**src/design/decimal_digit_sprite_mapper_unit_macros.svh**
```systemverilog
// ----------------------------------------------------------------------------
// Assertion macros for the digit sprite mapper
// Concurrent checks clocked on clk_i, disabled while rst_ni is low.
// ----------------------------------------------------------------------------
`ifndef DECIMAL_DIGIT_SPRITE_MAPPER_UNIT_MACROS_SVH
`define DECIMAL_DIGIT_SPRITE_MAPPER_UNIT_MACROS_SVH

`ifndef SYNTHESIS

// property holds at every edge out of reset
`define DDSM_ASSERT(lbl, prop, msg) \
  lbl: assert property (@(posedge clk_i) disable iff (!rst_ni) (prop)) else $error(msg);

// cause at one edge implies effect at the next
`define DDSM_ASSERT_NEXT(lbl, cause, effect, msg) \
  lbl: assert property (@(posedge clk_i) disable iff (!rst_ni) (cause) |=> (effect)) \
    else $error(msg);

`else

`define DDSM_ASSERT(lbl, prop, msg)
`define DDSM_ASSERT_NEXT(lbl, cause, effect, msg)

`endif

`endif

```
**src/design/ddsm_pkg.sv**
```systemverilog
// ----------------------------------------------------------------------------
// ddsm_pkg
// Widths, constants and types shared by the digit sprite mapper files.
// ----------------------------------------------------------------------------
package ddsm_pkg;

  // number format
  localparam int unsigned VALUE_BITS     = 32;
  localparam int unsigned MAX_DIGITS     = 8;
  localparam int unsigned BCD_DIGITS     = 10;  // decimal digits of a 32-bit value
  localparam int unsigned DIGIT_W        = 4;
  localparam int unsigned BCD_BITS       = BCD_DIGITS * DIGIT_W;

  // conversion pipeline: bits shifted in per stage
  localparam int unsigned BITS_PER_STAGE = 4;
  localparam int unsigned NUM_STAGES     = VALUE_BITS / BITS_PER_STAGE;

  // field widths
  localparam int unsigned CNT_W      = 4;
  localparam int unsigned SLOT_W     = 3;
  localparam int unsigned PTR_W      = $clog2(BCD_DIGITS);
  localparam int unsigned CELL_W     = 8;
  localparam int unsigned ORG_W      = 12;
  localparam int unsigned SRCX_W     = 12;
  localparam int unsigned SRCY_W     = 9;
  localparam int unsigned DSTX_W     = 13;
  localparam int unsigned CFG_IDX_W  = 3;
  localparam int unsigned CFG_DATA_W = 12;

  // font sheet layout: glyph columns counted in cells from the sheet edge
  localparam int unsigned GLYPH_BASE_CELLS = 7;
  localparam int unsigned NINE_CELLS       = 8;   // glyph of nine
  localparam int unsigned ZERO_CELLS       = 9;   // glyph of zero
  localparam int unsigned LAST_MID_DIGIT   = 8;
  localparam int unsigned NINE_DIGIT       = 9;

  // register reset values
  localparam logic [CNT_W-1:0]  RST_DIGIT_COUNT = CNT_W'(3);
  localparam logic [CELL_W-1:0] RST_CELL_WIDTH  = CELL_W'(16);
  localparam logic [CELL_W-1:0] RST_CELL_HEIGHT = CELL_W'(16);
  localparam logic [ORG_W-1:0]  RST_ORIGIN_X    = '0;
  localparam logic [ORG_W-1:0]  RST_ORIGIN_Y    = '0;

  typedef enum logic [CFG_IDX_W-1:0] {
    REG_DIGIT_COUNT = 3'd0,
    REG_CELL_WIDTH  = 3'd1,
    REG_CELL_HEIGHT = 3'd2,
    REG_ORIGIN_X    = 3'd3,
    REG_ORIGIN_Y    = 3'd4
  } cfg_reg_e;

  typedef logic [BCD_DIGITS-1:0][DIGIT_W-1:0] bcd_t;

endpackage

```
**src/design/ddsm_if.sv**
```systemverilog
// ----------------------------------------------------------------------------
// ddsm_if
// Valid/ready channels of the digit sprite mapper: number in, glyph out.
// ----------------------------------------------------------------------------
interface ddsm_in_if;
  import ddsm_pkg::*;

  logic                  valid;
  logic                  ready;
  logic [VALUE_BITS-1:0] value;

  modport source (output valid, output value, input ready);
  modport sink   (input valid, input value, output ready);
endinterface

interface ddsm_out_if;
  import ddsm_pkg::*;

  logic               valid;
  logic               ready;
  logic [DIGIT_W-1:0] digit;
  logic [SLOT_W-1:0]  slot;
  logic [SRCX_W-1:0]  source_x;
  logic [SRCY_W-1:0]  source_y;
  logic [DSTX_W-1:0]  dest_x;
  logic [ORG_W-1:0]   dest_y;
  logic               last;

  modport source (output valid, output digit, output slot, output source_x,
                  output source_y, output dest_x, output dest_y, output last,
                  input ready);
  modport sink   (input valid, input digit, input slot, input source_x,
                  input source_y, input dest_x, input dest_y, input last,
                  output ready);
endinterface

```
**src/design/ddsm_dabble.sv**
```systemverilog
// ----------------------------------------------------------------------------
// ddsm_dabble
// Pipelined binary to BCD conversion (shift and add-3), a few bits per stage.
// ----------------------------------------------------------------------------
module ddsm_dabble
  import ddsm_pkg::*;
(
  input  logic                  clk_i,
  input  logic                  rst_ni,
  input  logic                  in_valid_i,
  output logic                  in_ready_o,
  input  logic [VALUE_BITS-1:0] in_value_i,
  output logic                  out_valid_o,
  input  logic                  out_ready_i,
  output bcd_t                  out_bcd_o
);

  localparam int unsigned WORD_W = BCD_BITS + VALUE_BITS;
  typedef logic [WORD_W-1:0] word_t;

  // one shift step: correct every BCD digit, then shift in the next binary bit
  function automatic word_t dabble_bit(word_t w);
    word_t r;
    r = w;
    for (int unsigned k = 0; k < BCD_DIGITS; k++) begin
      if (r[VALUE_BITS + DIGIT_W*k +: DIGIT_W] >= DIGIT_W'(5)) begin
        r[VALUE_BITS + DIGIT_W*k +: DIGIT_W] =
          r[VALUE_BITS + DIGIT_W*k +: DIGIT_W] + DIGIT_W'(3);
      end
    end
    return {r[WORD_W-2:0], 1'b0};
  endfunction

  word_t [NUM_STAGES-1:0] word_q, word_d;
  logic  [NUM_STAGES-1:0] vld_q, vld_d;
  logic                   advance;

  // whole pipe moves unless the tail holds an item nobody takes
  assign advance = !vld_q[NUM_STAGES-1] || out_ready_i;

  // stage datapath
  always_comb begin
    word_t w;
    w = {{BCD_BITS{1'b0}}, in_value_i};
    for (int unsigned b = 0; b < BITS_PER_STAGE; b++) begin
      w = dabble_bit(w);
    end
    word_d[0] = w;
    vld_d[0]  = in_valid_i;
    for (int unsigned j = 1; j < NUM_STAGES; j++) begin
      w = word_q[j-1];
      for (int unsigned b = 0; b < BITS_PER_STAGE; b++) begin
        w = dabble_bit(w);
      end
      word_d[j] = w;
      vld_d[j]  = vld_q[j-1];
    end
  end

  // valid bits
  always_ff @(posedge clk_i or negedge rst_ni) begin
    if (!rst_ni) begin
      vld_q <= '0;
    end else if (advance) begin
      vld_q <= vld_d;
    end
  end

  // stage payload
  always_ff @(posedge clk_i) begin
    if (advance) begin
      word_q <= word_d;
    end
  end

  assign in_ready_o  = advance;
  assign out_valid_o = vld_q[NUM_STAGES-1];
  assign out_bcd_o   = word_q[NUM_STAGES-1][WORD_W-1 -: BCD_BITS];

endmodule

```
**src/design/decimal_digit_sprite_mapper_unit.sv**
```systemverilog
// ----------------------------------------------------------------------------
// decimal_digit_sprite_mapper_unit
// Splits a number into display digits and maps each to its glyph and place.
// ----------------------------------------------------------------------------
// Pipeline: 8 conversion stages (the first loads at the input transfer), the
//   emitter load register and 1 output register; after the first digit, one
//   digit a cycle while the output is taken.
// Emitter: the digit emitter holds one number until all n of its digits are
//   emitted, n being the digit count clamped to 1..8, and takes no new number meanwhile.
// Reset: registers return to 3 digits, 16x16 cells, origin 0; pipe empties.
// ----------------------------------------------------------------------------
`include "decimal_digit_sprite_mapper_unit_macros.svh"

module decimal_digit_sprite_mapper_unit
  import ddsm_pkg::*;
(
  input  logic                  clk_i,
  input  logic                  rst_ni,
  input  logic                  cfg_we_i,
  input  logic [CFG_IDX_W-1:0]  cfg_idx_i,
  input  logic [CFG_DATA_W-1:0] cfg_wdata_i,
  ddsm_in_if.sink               in_i,
  ddsm_out_if.source            out_o
);

  typedef struct packed {
    logic [CNT_W-1:0]  digit_count;
    logic [CELL_W-1:0] cell_width;
    logic [CELL_W-1:0] cell_height;
    logic [ORG_W-1:0]  origin_x;
    logic [ORG_W-1:0]  origin_y;
  } cfg_t;

  cfg_t cfg_q, cfg_d;

  // configuration registers
  always_comb begin
    cfg_d = cfg_q;
    if (cfg_we_i) begin
      unique case (cfg_reg_e'(cfg_idx_i))
        REG_DIGIT_COUNT: cfg_d.digit_count = cfg_wdata_i[CNT_W-1:0];
        REG_CELL_WIDTH:  cfg_d.cell_width  = cfg_wdata_i[CELL_W-1:0];
        REG_CELL_HEIGHT: cfg_d.cell_height = cfg_wdata_i[CELL_W-1:0];
        REG_ORIGIN_X:    cfg_d.origin_x    = cfg_wdata_i[ORG_W-1:0];
        REG_ORIGIN_Y:    cfg_d.origin_y    = cfg_wdata_i[ORG_W-1:0];
        default: ;
      endcase
    end
  end

  always_ff @(posedge clk_i or negedge rst_ni) begin
    if (!rst_ni) begin
      cfg_q <= '{digit_count: RST_DIGIT_COUNT, cell_width: RST_CELL_WIDTH,
                 cell_height: RST_CELL_HEIGHT, origin_x: RST_ORIGIN_X,
                 origin_y: RST_ORIGIN_Y};
    end else begin
      cfg_q <= cfg_d;
    end
  end

  // digits shown, clamped to 1..MAX_DIGITS
  logic [CNT_W-1:0] n_eff;
  always_comb begin
    n_eff = cfg_q.digit_count;
    if (cfg_q.digit_count == '0) begin
      n_eff = CNT_W'(1);
    end else if (cfg_q.digit_count > CNT_W'(MAX_DIGITS)) begin
      n_eff = CNT_W'(MAX_DIGITS);
    end
  end

  // conversion pipeline
  logic tail_valid, tail_ready;
  bcd_t tail_bcd;

  ddsm_dabble u_dabble (
    .clk_i      (clk_i),
    .rst_ni     (rst_ni),
    .in_valid_i (in_i.valid),
    .in_ready_o (in_i.ready),
    .in_value_i (in_i.value),
    .out_valid_o(tail_valid),
    .out_ready_i(tail_ready),
    .out_bcd_o  (tail_bcd)
  );

  // leading digit search: start at the top nonzero digit when it overflows
  logic [PTR_W-1:0] msd, start;
  logic             nonzero;
  always_comb begin
    msd     = '0;
    nonzero = 1'b0;
    for (int unsigned k = 0; k < BCD_DIGITS; k++) begin
      if (tail_bcd[k] != '0) begin
        msd     = PTR_W'(k);
        nonzero = 1'b1;
      end
    end
    if (nonzero && (CNT_W'(msd) >= n_eff)) begin
      start = msd;
    end else begin
      start = PTR_W'(n_eff - CNT_W'(1));
    end
  end

  // digit emitter
  logic             busy_q, busy_d;
  bcd_t             bcd_q, bcd_d;
  logic [PTR_W-1:0] ptr_q, ptr_d;
  logic [SLOT_W-1:0] cnt_q, cnt_d;
  logic             load, out_load, last_emit;

  assign tail_ready = !busy_q;
  assign load       = tail_valid && !busy_q;
  assign out_load   = busy_q && (!out_o.valid || out_o.ready);
  assign last_emit  = (CNT_W'(cnt_q) == (n_eff - CNT_W'(1)));

  always_comb begin
    busy_d = busy_q;
    bcd_d  = bcd_q;
    ptr_d  = ptr_q;
    cnt_d  = cnt_q;
    if (load) begin
      busy_d = 1'b1;
      bcd_d  = tail_bcd;
      ptr_d  = start;
      cnt_d  = '0;
    end else if (out_load) begin
      busy_d = !last_emit;
      ptr_d  = ptr_q - PTR_W'(1);
      cnt_d  = cnt_q + SLOT_W'(1);
    end
  end

  always_ff @(posedge clk_i or negedge rst_ni) begin
    if (!rst_ni) begin
      busy_q <= 1'b0;
      cnt_q  <= '0;
    end else begin
      busy_q <= busy_d;
      cnt_q  <= cnt_d;
    end
  end

  always_ff @(posedge clk_i) begin
    bcd_q <= bcd_d;
    ptr_q <= ptr_d;
  end

  // glyph and screen placement of the current digit
  logic [DIGIT_W-1:0] cur_digit;
  logic               mid;
  logic [DIGIT_W-1:0] glyph_cells;
  logic [SRCX_W-1:0]  src_x;
  logic [SRCY_W-1:0]  src_y;
  logic [DSTX_W-1:0]  dst_x;

  always_comb begin
    cur_digit = bcd_q[ptr_q];
    mid = (cur_digit != '0) && (cur_digit <= DIGIT_W'(LAST_MID_DIGIT));
    if (mid) begin
      glyph_cells = DIGIT_W'(GLYPH_BASE_CELLS) + cur_digit;
    end else if (cur_digit == DIGIT_W'(NINE_DIGIT)) begin
      glyph_cells = DIGIT_W'(NINE_CELLS);
    end else begin
      glyph_cells = DIGIT_W'(ZERO_CELLS);
    end
    src_x = SRCX_W'(glyph_cells) * SRCX_W'(cfg_q.cell_width) + SRCX_W'(1);
    src_y = mid ? {1'b0, cfg_q.cell_height} : {cfg_q.cell_height, 1'b0};
    dst_x = DSTX_W'(cfg_q.origin_x) + DSTX_W'(cnt_q) * DSTX_W'(cfg_q.cell_width);
  end

  // output register
  logic               out_valid_q;
  logic [DIGIT_W-1:0] digit_q;
  logic [SLOT_W-1:0]  slot_q;
  logic [SRCX_W-1:0]  src_x_q;
  logic [SRCY_W-1:0]  src_y_q;
  logic [DSTX_W-1:0]  dst_x_q;
  logic [ORG_W-1:0]   dst_y_q;
  logic               last_q;

  always_ff @(posedge clk_i or negedge rst_ni) begin
    if (!rst_ni) begin
      out_valid_q <= 1'b0;
    end else if (out_load) begin
      out_valid_q <= 1'b1;
    end else if (out_o.ready) begin
      out_valid_q <= 1'b0;
    end
  end

  always_ff @(posedge clk_i) begin
    if (out_load) begin
      digit_q <= cur_digit;
      slot_q  <= cnt_q;
      src_x_q <= src_x;
      src_y_q <= src_y;
      dst_x_q <= dst_x;
      dst_y_q <= cfg_q.origin_y;
      last_q  <= last_emit;
    end
  end

  assign out_o.valid    = out_valid_q;
  assign out_o.digit    = digit_q;
  assign out_o.slot     = slot_q;
  assign out_o.source_x = src_x_q;
  assign out_o.source_y = src_y_q;
  assign out_o.dest_x   = dst_x_q;
  assign out_o.dest_y   = dst_y_q;
  assign out_o.last     = last_q;

  // checks
  `DDSM_ASSERT(a_ptr_range, !busy_q || (ptr_q <= PTR_W'(BCD_DIGITS - 1)), "digit pointer out of range")
  `DDSM_ASSERT(a_cnt_range, !busy_q || (CNT_W'(cnt_q) < n_eff), "slot count past digit count")
  `DDSM_ASSERT_NEXT(a_done, out_load && last_emit, !busy_q, "emitter busy after last digit")
  `DDSM_ASSERT_NEXT(a_load, load, busy_q && (cnt_q == '0), "emitter load did not start at slot zero")

endmodule
```
**src/flat_wrapper.sv**
```systemverilog
// flat-port wrapper written by rule: the top's interface ports become plain ports
module decimal_digit_sprite_mapper_unit_flat import ddsm_pkg::*;
  (clk_i, rst_ni, cfg_we_i, cfg_idx_i, cfg_wdata_i, in_i_valid, in_i_value, in_i_ready, out_o_valid, out_o_digit, out_o_slot, out_o_source_x, out_o_source_y, out_o_dest_x, out_o_dest_y, out_o_last, out_o_ready);
  ddsm_in_if in_i_i ();
  ddsm_out_if out_o_i ();
  input  logic clk_i;
  input  logic rst_ni;
  input  logic cfg_we_i;
  input  logic [CFG_IDX_W-1:0] cfg_idx_i;
  input  logic [CFG_DATA_W-1:0] cfg_wdata_i;
  input wire logic [$bits(in_i_i.valid)-1:0] in_i_valid;
  input wire logic [$bits(in_i_i.value)-1:0] in_i_value;
  output wire logic [$bits(in_i_i.ready)-1:0] in_i_ready;
  output wire logic [$bits(out_o_i.valid)-1:0] out_o_valid;
  output wire logic [$bits(out_o_i.digit)-1:0] out_o_digit;
  output wire logic [$bits(out_o_i.slot)-1:0] out_o_slot;
  output wire logic [$bits(out_o_i.source_x)-1:0] out_o_source_x;
  output wire logic [$bits(out_o_i.source_y)-1:0] out_o_source_y;
  output wire logic [$bits(out_o_i.dest_x)-1:0] out_o_dest_x;
  output wire logic [$bits(out_o_i.dest_y)-1:0] out_o_dest_y;
  output wire logic [$bits(out_o_i.last)-1:0] out_o_last;
  input wire logic [$bits(out_o_i.ready)-1:0] out_o_ready;
  assign in_i_i.valid = in_i_valid;
  assign in_i_i.value = in_i_value;
  assign in_i_ready = in_i_i.ready;
  assign out_o_valid = out_o_i.valid;
  assign out_o_digit = out_o_i.digit;
  assign out_o_slot = out_o_i.slot;
  assign out_o_source_x = out_o_i.source_x;
  assign out_o_source_y = out_o_i.source_y;
  assign out_o_dest_x = out_o_i.dest_x;
  assign out_o_dest_y = out_o_i.dest_y;
  assign out_o_last = out_o_i.last;
  assign out_o_i.ready = out_o_ready;
  decimal_digit_sprite_mapper_unit u_core (.clk_i(clk_i), .rst_ni(rst_ni), .cfg_we_i(cfg_we_i), .cfg_idx_i(cfg_idx_i), .cfg_wdata_i(cfg_wdata_i), .in_i(in_i_i), .out_o(out_o_i));
endmodule
```
**config.mk**
```make
export PLATFORM = sky130hd
export DESIGN_NAME = decimal_digit_sprite_mapper_unit_flat
export DESIGN_NICKNAME = d
export VERILOG_FILES = /design/src/design/ddsm_pkg.sv /design/src/design/ddsm_if.sv /design/src/design/ddsm_dabble.sv /design/src/design/decimal_digit_sprite_mapper_unit.sv /design/src/flat_wrapper.sv
export VERILOG_INCLUDE_DIRS = /design/src /design/src/design
export SDC_FILE = /design/constraint.sdc
export NUM_CORES = 1
export LEC_CHECK = 0
export BUFFER_PORTS_ARGS = -buffer_cell sky130_fd_sc_hd__buf_2
export CAP_MARGIN = 10
export CORE_AREA = 2 2 284 286
export CTS_CLUSTER_SIZE = 25
export DETAILED_ROUTE_END_ITERATION = 7
export DIE_AREA = 0 0 286 288
export GPL_TIMING_DRIVEN = 0
export SYNTH_ARGS = -nofsm -noshare
export SYNTH_HDL_FRONTEND = slang
export SYNTH_SLANG_ARGS = --single-unit
```
**constraint.sdc**
```tcl
create_clock -name clk_i -period 19.3 [get_ports clk_i]
set_clock_uncertainty 0.2 [all_clocks]
set_input_delay 3.86 -clock clk_i [delete_from_list [all_inputs] [get_ports clk_i]]
set_output_delay 3.86 -clock clk_i [all_outputs]
set_load 0.03 [all_outputs]
```
==> results by group, run 1 <==
Hold path
  • Hold Startpoint: u_core.u_dabble.word_d[80]
  • HP Class: reg2reg
  • Hold path depth: 0

Synth
  • EDFF count, synth: 395
  • Synth Instances: 3202
  • Sequential share of the synthesized area: 39.4%
  • Post-synthesis register bit count: 452
  • Synth top cells by count: edfxtp_1, ha_1, inv_1, nand2_1, mux2i_1
  • Mapped Area: 33700 sq um
  • Synth area leaders: edfxtp_1, ha_1, mux2i_1, dfrtp_1, inv_1
  • Synth async-reset ratio: 12.6%
  • Yosys top cell area share: 35.2%
  • Avg Cell Area, Syn: 10.5 sq um
  • Synth warnings: 0
  • Top-count cell post-synth: edfxtp_1
  • Area leader, netlist: edfxtp_1
  • Yosys cell types: 101
  • Mapped Nets: 3641
  • Ys flop type: edfxtp_1

Die
  • Die W: 286 um
  • Row cnt: 104
  • Die Area: 82400 sq um
  • Core Region: 79600 sq um
  • Initial Util: 42.3%
  • Die Y: 288 um
  • Boundary Pins: 108

Setup path
  • R2R cell count: 23
  • Crit path buf inv count: 5
  • CP arrival: 6.30 ns
  • Required time of the critical path: 19.46 ns
  • CP max stage cell: mux4_2
  • Critical Path Start: u_core.ptr_q[0]
  • Peak fanout along the critical path: 10
  • CP most frequent cell: a21oi_1
  • Largest stage delay on the critical path: 0.56 ns
  • RR Startpoint: u_core.ptr_q[0]
  • Crit path kind: reg2reg
  • CP Capture Type: flip-flop
  • CP top delay family: compound AO/OA/AOI/OAI gates
  • Cell-by-cell listing of the critical path: buf_4, buf_4, mux4_2, a221oi_1, a21oi_1, inv_1, ha_1, or2_0, nand2_1, a31oi_1, nor2b_1, fa_1, inv_1, fa_1, inv_1, ha_1, a21oi_1, o21bai_1, a21oi_1, o21ai_0, a21o_1, a21oi_1, xnor2_1
  • Worst path depth: 23
  • Critical Path Start Type: flip-flop

Timing
  • Final min period: 6.14 ns
  • Fin crit share: 31.8%
  • Total negative setup slack: 0 ns
  • Fmax: 0.163 GHz
  • Max Slew Vio Count: 0
  • Fin. Hold Viols: 0
  • Final setup fails: 0
  • Relative slew slack: 39.8%
  • Slew @ Worst Pin: 0.901 ns
  • PnR worst setup slack: 13.16 ns
  • Unrepaired setup endpoints after global routing: false

Cells and area
  • Area of the multi-input gates: 19100 sq um
  • Finished Cell Area: 37700 sq um
  • Filler Cells Inserted: 7421
  • Fraction of layout cells with a size suffix above 1: 13.1%
  • Fin nets: 3812
  • N_diodes: 0
  • Synthesis-to-finish area growth: 11.7%
  • Reg area: 13300 sq um

Global route
  • Grt total ovfl: 0
  • Gr usage total: 13.2%
  • First-pass GRT wire length: 94600 um
  • Largest net degree at the start of global routing: 74
  • Initial antenna violation count: 0
  • Vias in the first global route: 21100

Clock network
  • CTS Root Cell: clkbuf_16
  • Clock Sinks: 452
  • CTS Hold Buffers Added: 0
  • Skew-Pair Late Insertion Delay: 0.62 ns
  • Cts repair resizes: 0
  • CTS tree: yes
  • Worst-path clk slew: 0.06 ns
  • CTS buffer count: 55
  • H-tree levels: 2
  • Post-CTS setup buffer count: 0
  • Clock Tree Buf Depth: 3

Placed design
  • # port buffers: 107
  • RePlAce Congestion: 0.785
  • Placed wire-length estimate: 40400 um
  • Post-Place Cell Area: 35800 sq um
  • Pre-CTS setup slack: 13.08 ns

Drt
  • Initial DRC Count: 823
  • Routed wire length: 54800 um
  • Drt first pass iters: 5
  • Via count of the routed design: 22400
  • Routed WL per cell: 12.2 um
  • Detail Route Antenna Nets: 0
  • DR DRC count: 0
  • Via density: 5.01

Run
  • Max Cap Viol: 0

Status
  • Status: completed
==> state kept, by name, summed over array words and instances (netlist names), 3 cells and up <==
register	flops
u_core.u_dabble.word_q	166
u_core.u_dabble.word_d	91
u_core.cfg_q	44
u_core.bcd_q	40
u_core.u_dabble.out_bcd_o	40
u_core.out_o.dest_x	13
u_core.out_o.dest_y	12
u_core.out_o.source_x	12
u_core.out_o.source_y	9
u_core.u_dabble.vld_q	8
u_core.out_o.digit	4
u_core.ptr_q	4
u_core.cnt_q	3
u_core.out_o.slot	3
==> routing by layer <==
layer | wire (um) | global-route usage [%] | vias up | share of wire, %
met2 | 25000 | 22.9 | 179 | 46
li1 | - | - | 11900 | -
met3 | 1380 | 1.85 | 77 | 2.5
met4 | 1280 | 3.63 | 0 | 2.3
met5 | 0 | 0 | - | 0
met1 | 27100 | 17.2 | 10300 | 49
==> cells by family (layout without fill, tap and decap cells) <==
group,count (synthesis),after routing,share of synthesized area [%]
AND/OR/NAND/NOR,822,822,12.8
multiplexers,320,320,10.4
buffers and inverters,365,581,4.12
adder cells (fa/ha/maj),387,387,15.0
AO/OA/AOI/OAI,702,702,14.3
flip-flops,452,452,39.4
XOR/XNOR,154,154,4.07
==> cell usage in the layout, fill, tap and decap left out, types with 14 or more instances in the layout <==
cell,Yosys,routed
a211o_1,15,15
a211oi_1,41,41
a21bo_2,20,20
a21boi_0,16,16
a21boi_1,34,34
a21o_1,54,54
a21oi_1,165,165
a31oi_1,14,14
and2_1,34,34
and2b_1,16,16
buf_2,8,115
clkbuf_16,0,55
dfrtp_1,53,53
edfxtp_1,395,395
fa_1,27,27
ha_1,360,360
inv_1,339,337
mux2_2,103,103
mux2i_1,194,194
nand2_1,219,218
nand2b_1,128,128
nor2_1,127,127
nor2b_1,76,76
nor3_1,81,81
nor3b_1,37,37
o211ai_1,17,17
o21a_1,20,20
o21ai_0,113,113
o21ai_1,32,32
o31ai_1,29,29
or2_2,26,26
or3_1,15,15
xnor2_1,125,125
xor2_1,26,26
==> stage by stage <==
stage | instances | util, % | hold WS (ns)
floorplan | 3202 | - | 0.200
global placement | 4369 | 44.7 | 0.200
detailed placement | 4376 | 44.9 | 0.205
CTS | 4478 | 47.3 | 0.209
global route | 4478 | 47.3 | 0.216
finish | 4478 | 47.3 | 0.200
==> final timing paths <==
kind | end | slack, ns
max | u_core.out_o.source_x[11] | 13.16
min | u_core.u_dabble.word_d[156] | 0.20
max reg2reg | u_core.out_o.source_x[11] | 13.16
min reg2reg | u_core.u_dabble.word_d[156] | 0.20
max in group asynchronous | u_core.cfg_q[41] | 15.12
min in group asynchronous | u_core.cfg_q[8] | 3.10
==> cell type report <==
type | count | share of cell area, %
timing repair buffer | 114 | 1.89
clock buffer | 59 | 3.69
tap | 1060 | 3.52
multi-input combinational | 2385 | 50.6
inverter | 344 | 3.43
sequential | 452 | 35.3
buffer | 21 | 0.259
clock inverter | 43 | 1.35
Power of run 1 is left out: the tool's default activity adds up to more than one toggle a clock period on the data nets, which glitch-free logic cannot reach.
==> inputs of run 2 (changes only) <==
Settings changed: ABC_AREA set to 1, CORE_AREA 2 2 284 286 to 2 2 287 289, DIE_AREA 0 0 286 288 to 0 0 289 291.
Clock period 19.3 ns to 6.17 ns, I/O delays scaled along.
==> run 2 against run 1 <==
Worst hold slack better by 0.0076 ns. Routed wire length up 7.9%. Clock-buffer cell count increased by 8. Register-to-register slack worse by 13 ns. Core utilization increased by 0.093 points. Critical path depth up 4. Critical path type unchanged. Critical endpoint is now u_core.out_o.source_x[8]. Largest cell class unchanged. Highest routed layer unchanged.
==> results by group, run 2 <==
Clock network
  • CTS Root Cell: clkbuf_16
  • Worst-path clk slew: 0.06 ns
  • CTS buffer count: 53
  • Skew-Pair Late Insertion Delay: 0.62 ns
  • CTS tree: yes
  • H-tree levels: 2
  • Clock Tree Buf Depth: 3
  • Clock Sinks: 452
  • Post-CTS setup buffer count: 0
  • CTS Hold Buffers Added: 0
  • Cts repair resizes: 0

Cells and area
  • Largest Register: u_core.u_dabble.word_q
  • Utilization after layout: 47.4%
  • Most common cell after layout, fill and taps aside: nand2_1
  • Fraction of layout cells with a size suffix above 1: 6.80%
  • Synthesis-to-finish area growth: 11.0%
  • Finished Cell Area: 38500 sq um
  • Most frequent cells in the layout: nand2_1, inv_1, nand3_1
  • Max reg flops: 166
  • Fin nets: 5158
  • N_diodes: 0

Status
  • Status: completed

Run
  • Max Cap Viol: 0

Global route
  • Gr usage total: 14.2%
  • Largest net degree at the start of global routing: 109
  • Vias in the first global route: 24700
  • Grt total ovfl: 0
  • First-pass GRT wire length: 104000 um
  • Initial antenna violation count: 0

Synth
  • Synth top cells by count: nand2_1, inv_1, nand3_1, edfxtp_1, ha_1
  • Mapped Nets: 4991
  • Synth Area in XOR/XNOR: 1.74%
  • Ys flop type: edfxtp_1
  • EDFF count, synth: 395
  • Yosys top cell area share: 34.2%
  • Fraction of the mapped netlist area in adder cells: 14.6%
  • Mux share of post-synthesis cell area: 0.130%
  • Area leader, netlist: edfxtp_1
  • Synth async-reset ratio: 12.6%
  • Synth Instances: 4552
  • Post-synthesis register bit count: 452
  • Yosys cell types: 55
  • Synth area leaders: edfxtp_1, nand2_1, ha_1, inv_1, nand3_1
  • Sequential share of the synthesized area: 38.3%
  • Top-count cell post-synth: nand2_1
  • Mapped Area: 34700 sq um
  • Largest family of logic cells by synthesized area: simple AND/OR/NAND/NOR gates
  • Simple-Gate Fraction of Synth Area: 29.5%
  • Avg Cell Area, Syn: 7.61 sq um
  • Synth warnings: 0
  • Post-synthesis compound-gate area fraction: 6.67%

Drt
  • Routed WL per cell: 10.1 um
  • Via count of the routed design: 27300
  • Routed wire length: 59100 um
  • DR DRC count: 0
  • Drt first pass iters: 5
  • Initial DRC Count: 1090
  • Detail Route Antenna Nets: 0
  • Via density: 4.68

Setup path
  • CP Capture Type: flip-flop
  • CP arrival: 5.69 ns
  • Peak fanout along the critical path: 10
  • Crit path kind: reg2reg
  • Largest stage delay on the critical path: 0.53 ns
  • CP max stage cell: fa_1
  • Reg2reg setup slack: 0.62 ns
  • CP most frequent cell: nand2_1
  • Required time of the critical path: 6.31 ns
  • Critical Path Start Type: flip-flop

Die
  • Die Area: 84100 sq um
  • Row cnt: 105
  • Boundary Pins: 108
  • Initial Util: 42.7%
  • Die W: 289 um
  • Die Y: 291 um
  • Core Region: 81200 sq um

Placed design
  • Placed wire-length estimate: 45300 um
  • # port buffers: 107
  • Post-Place Cell Area: 36700 sq um
  • Pre-CTS setup slack: 0.649 ns
  • RePlAce Congestion: 0.839

Timing
  • Max Slew Vio Count: 0
  • Fmax: 0.180 GHz
  • Fin. Hold Viols: 0
  • Final min period: 5.55 ns
  • Fin crit share: 89.9%
  • Slew @ Worst Pin: 0.919 ns
  • PnR worst setup slack: 0.622 ns
  • Final setup fails: 0
  • Unrepaired setup endpoints after global routing: false
  • Relative slew slack: 38.7%

Hold path
  • HP Class: reg2reg
## run 2: cell types whose count changed after synthesis, moves of 128 or more
| cell | previous run | this run |
|---|---|---|
| o21ai_0 | 113 | 241 |
| nand3_1 | 12 | 470 |
| mux2i_1 | 194 | 0 |
| nor2_1 | 127 | 259 |
| inv_1 | 339 | 795 |
| nand2_1 | 219 | 1429 |
| nand2b_1 | 128 | 0 |
## run 2: cells by family (layout without fill, tap and decap cells)
logic type,after synthesis,after routing
buffers and inverters,823,1034
AND/OR/NAND/NOR,2387,2387
AO/OA/AOI/OAI,432,432
adder cells (fa/ha/maj),387,387
XOR/XNOR,67,67
multiplexers,4,4
flip-flops,452,452
## run 2: cell type report
type	instances	area (sq um)
clock inverters	32	330
inverters	803	3020
flip-flops and latches	452	13300
well taps	1070	1340
repair buffers	112	651
fillers	7845	42700
clock buffers	67	1480
multi-input cells	3277	18200
plain buffers	20	135
## run 2: metrics by stage
| step | TNS (ns) | hold WS (ns) | cells |
|---|---|---|---|
| finish | 0 | 0.207 | 5833 |
| floorplan | 0 | 0.200 | 4552 |
| global placement | -313.16 | 0.200 | 5729 |
| detailed placement | 0 | 0.205 | 5734 |
| CTS | 0 | 0.213 | 5833 |
| global route | 0 | 0.215 | 5833 |
## run 2: routing by layer
layer / vias up / GRT usage [%] / share of wire [%]
li1: 15100 / - / -
met1: 11900 / 17.2 / 46
met2: 244 / 25.8 / 48
met3: 83 / 2.19 / 3.1
met4: 0 / 3.95 / 2.5
met5: - / 0 / 0
## run 2: critical path: cells and delay by family (launching register included)
kind	cells	cell delay, ns
AOI/OAI and AO/OA	7	1.17
buffers and inverters	7	0.81
and+or+nand+nor	8	0.90
adders and majority gates	4	1.63
xor gates and xnor gates	1	0.08
DFF	1	0.48
## run 2: final timing paths
kind	start	to	cells past startpoint
max reg2reg	u_core.ptr_q[0]	u_core.out_o.source_x[8]	27
min in group asynchronous	rst_ni	u_core.busy_q	1
min reg2reg	u_core.u_dabble.word_d[234]	u_core.u_dabble.word_d[310]	0
max	u_core.ptr_q[0]	u_core.out_o.source_x[8]	27
min	u_core.u_dabble.word_d[234]	u_core.u_dabble.word_d[310]	0
max in group asynchronous	rst_ni	u_core.cfg_q[36]	2
Power of run 2 is left out for the same reason.
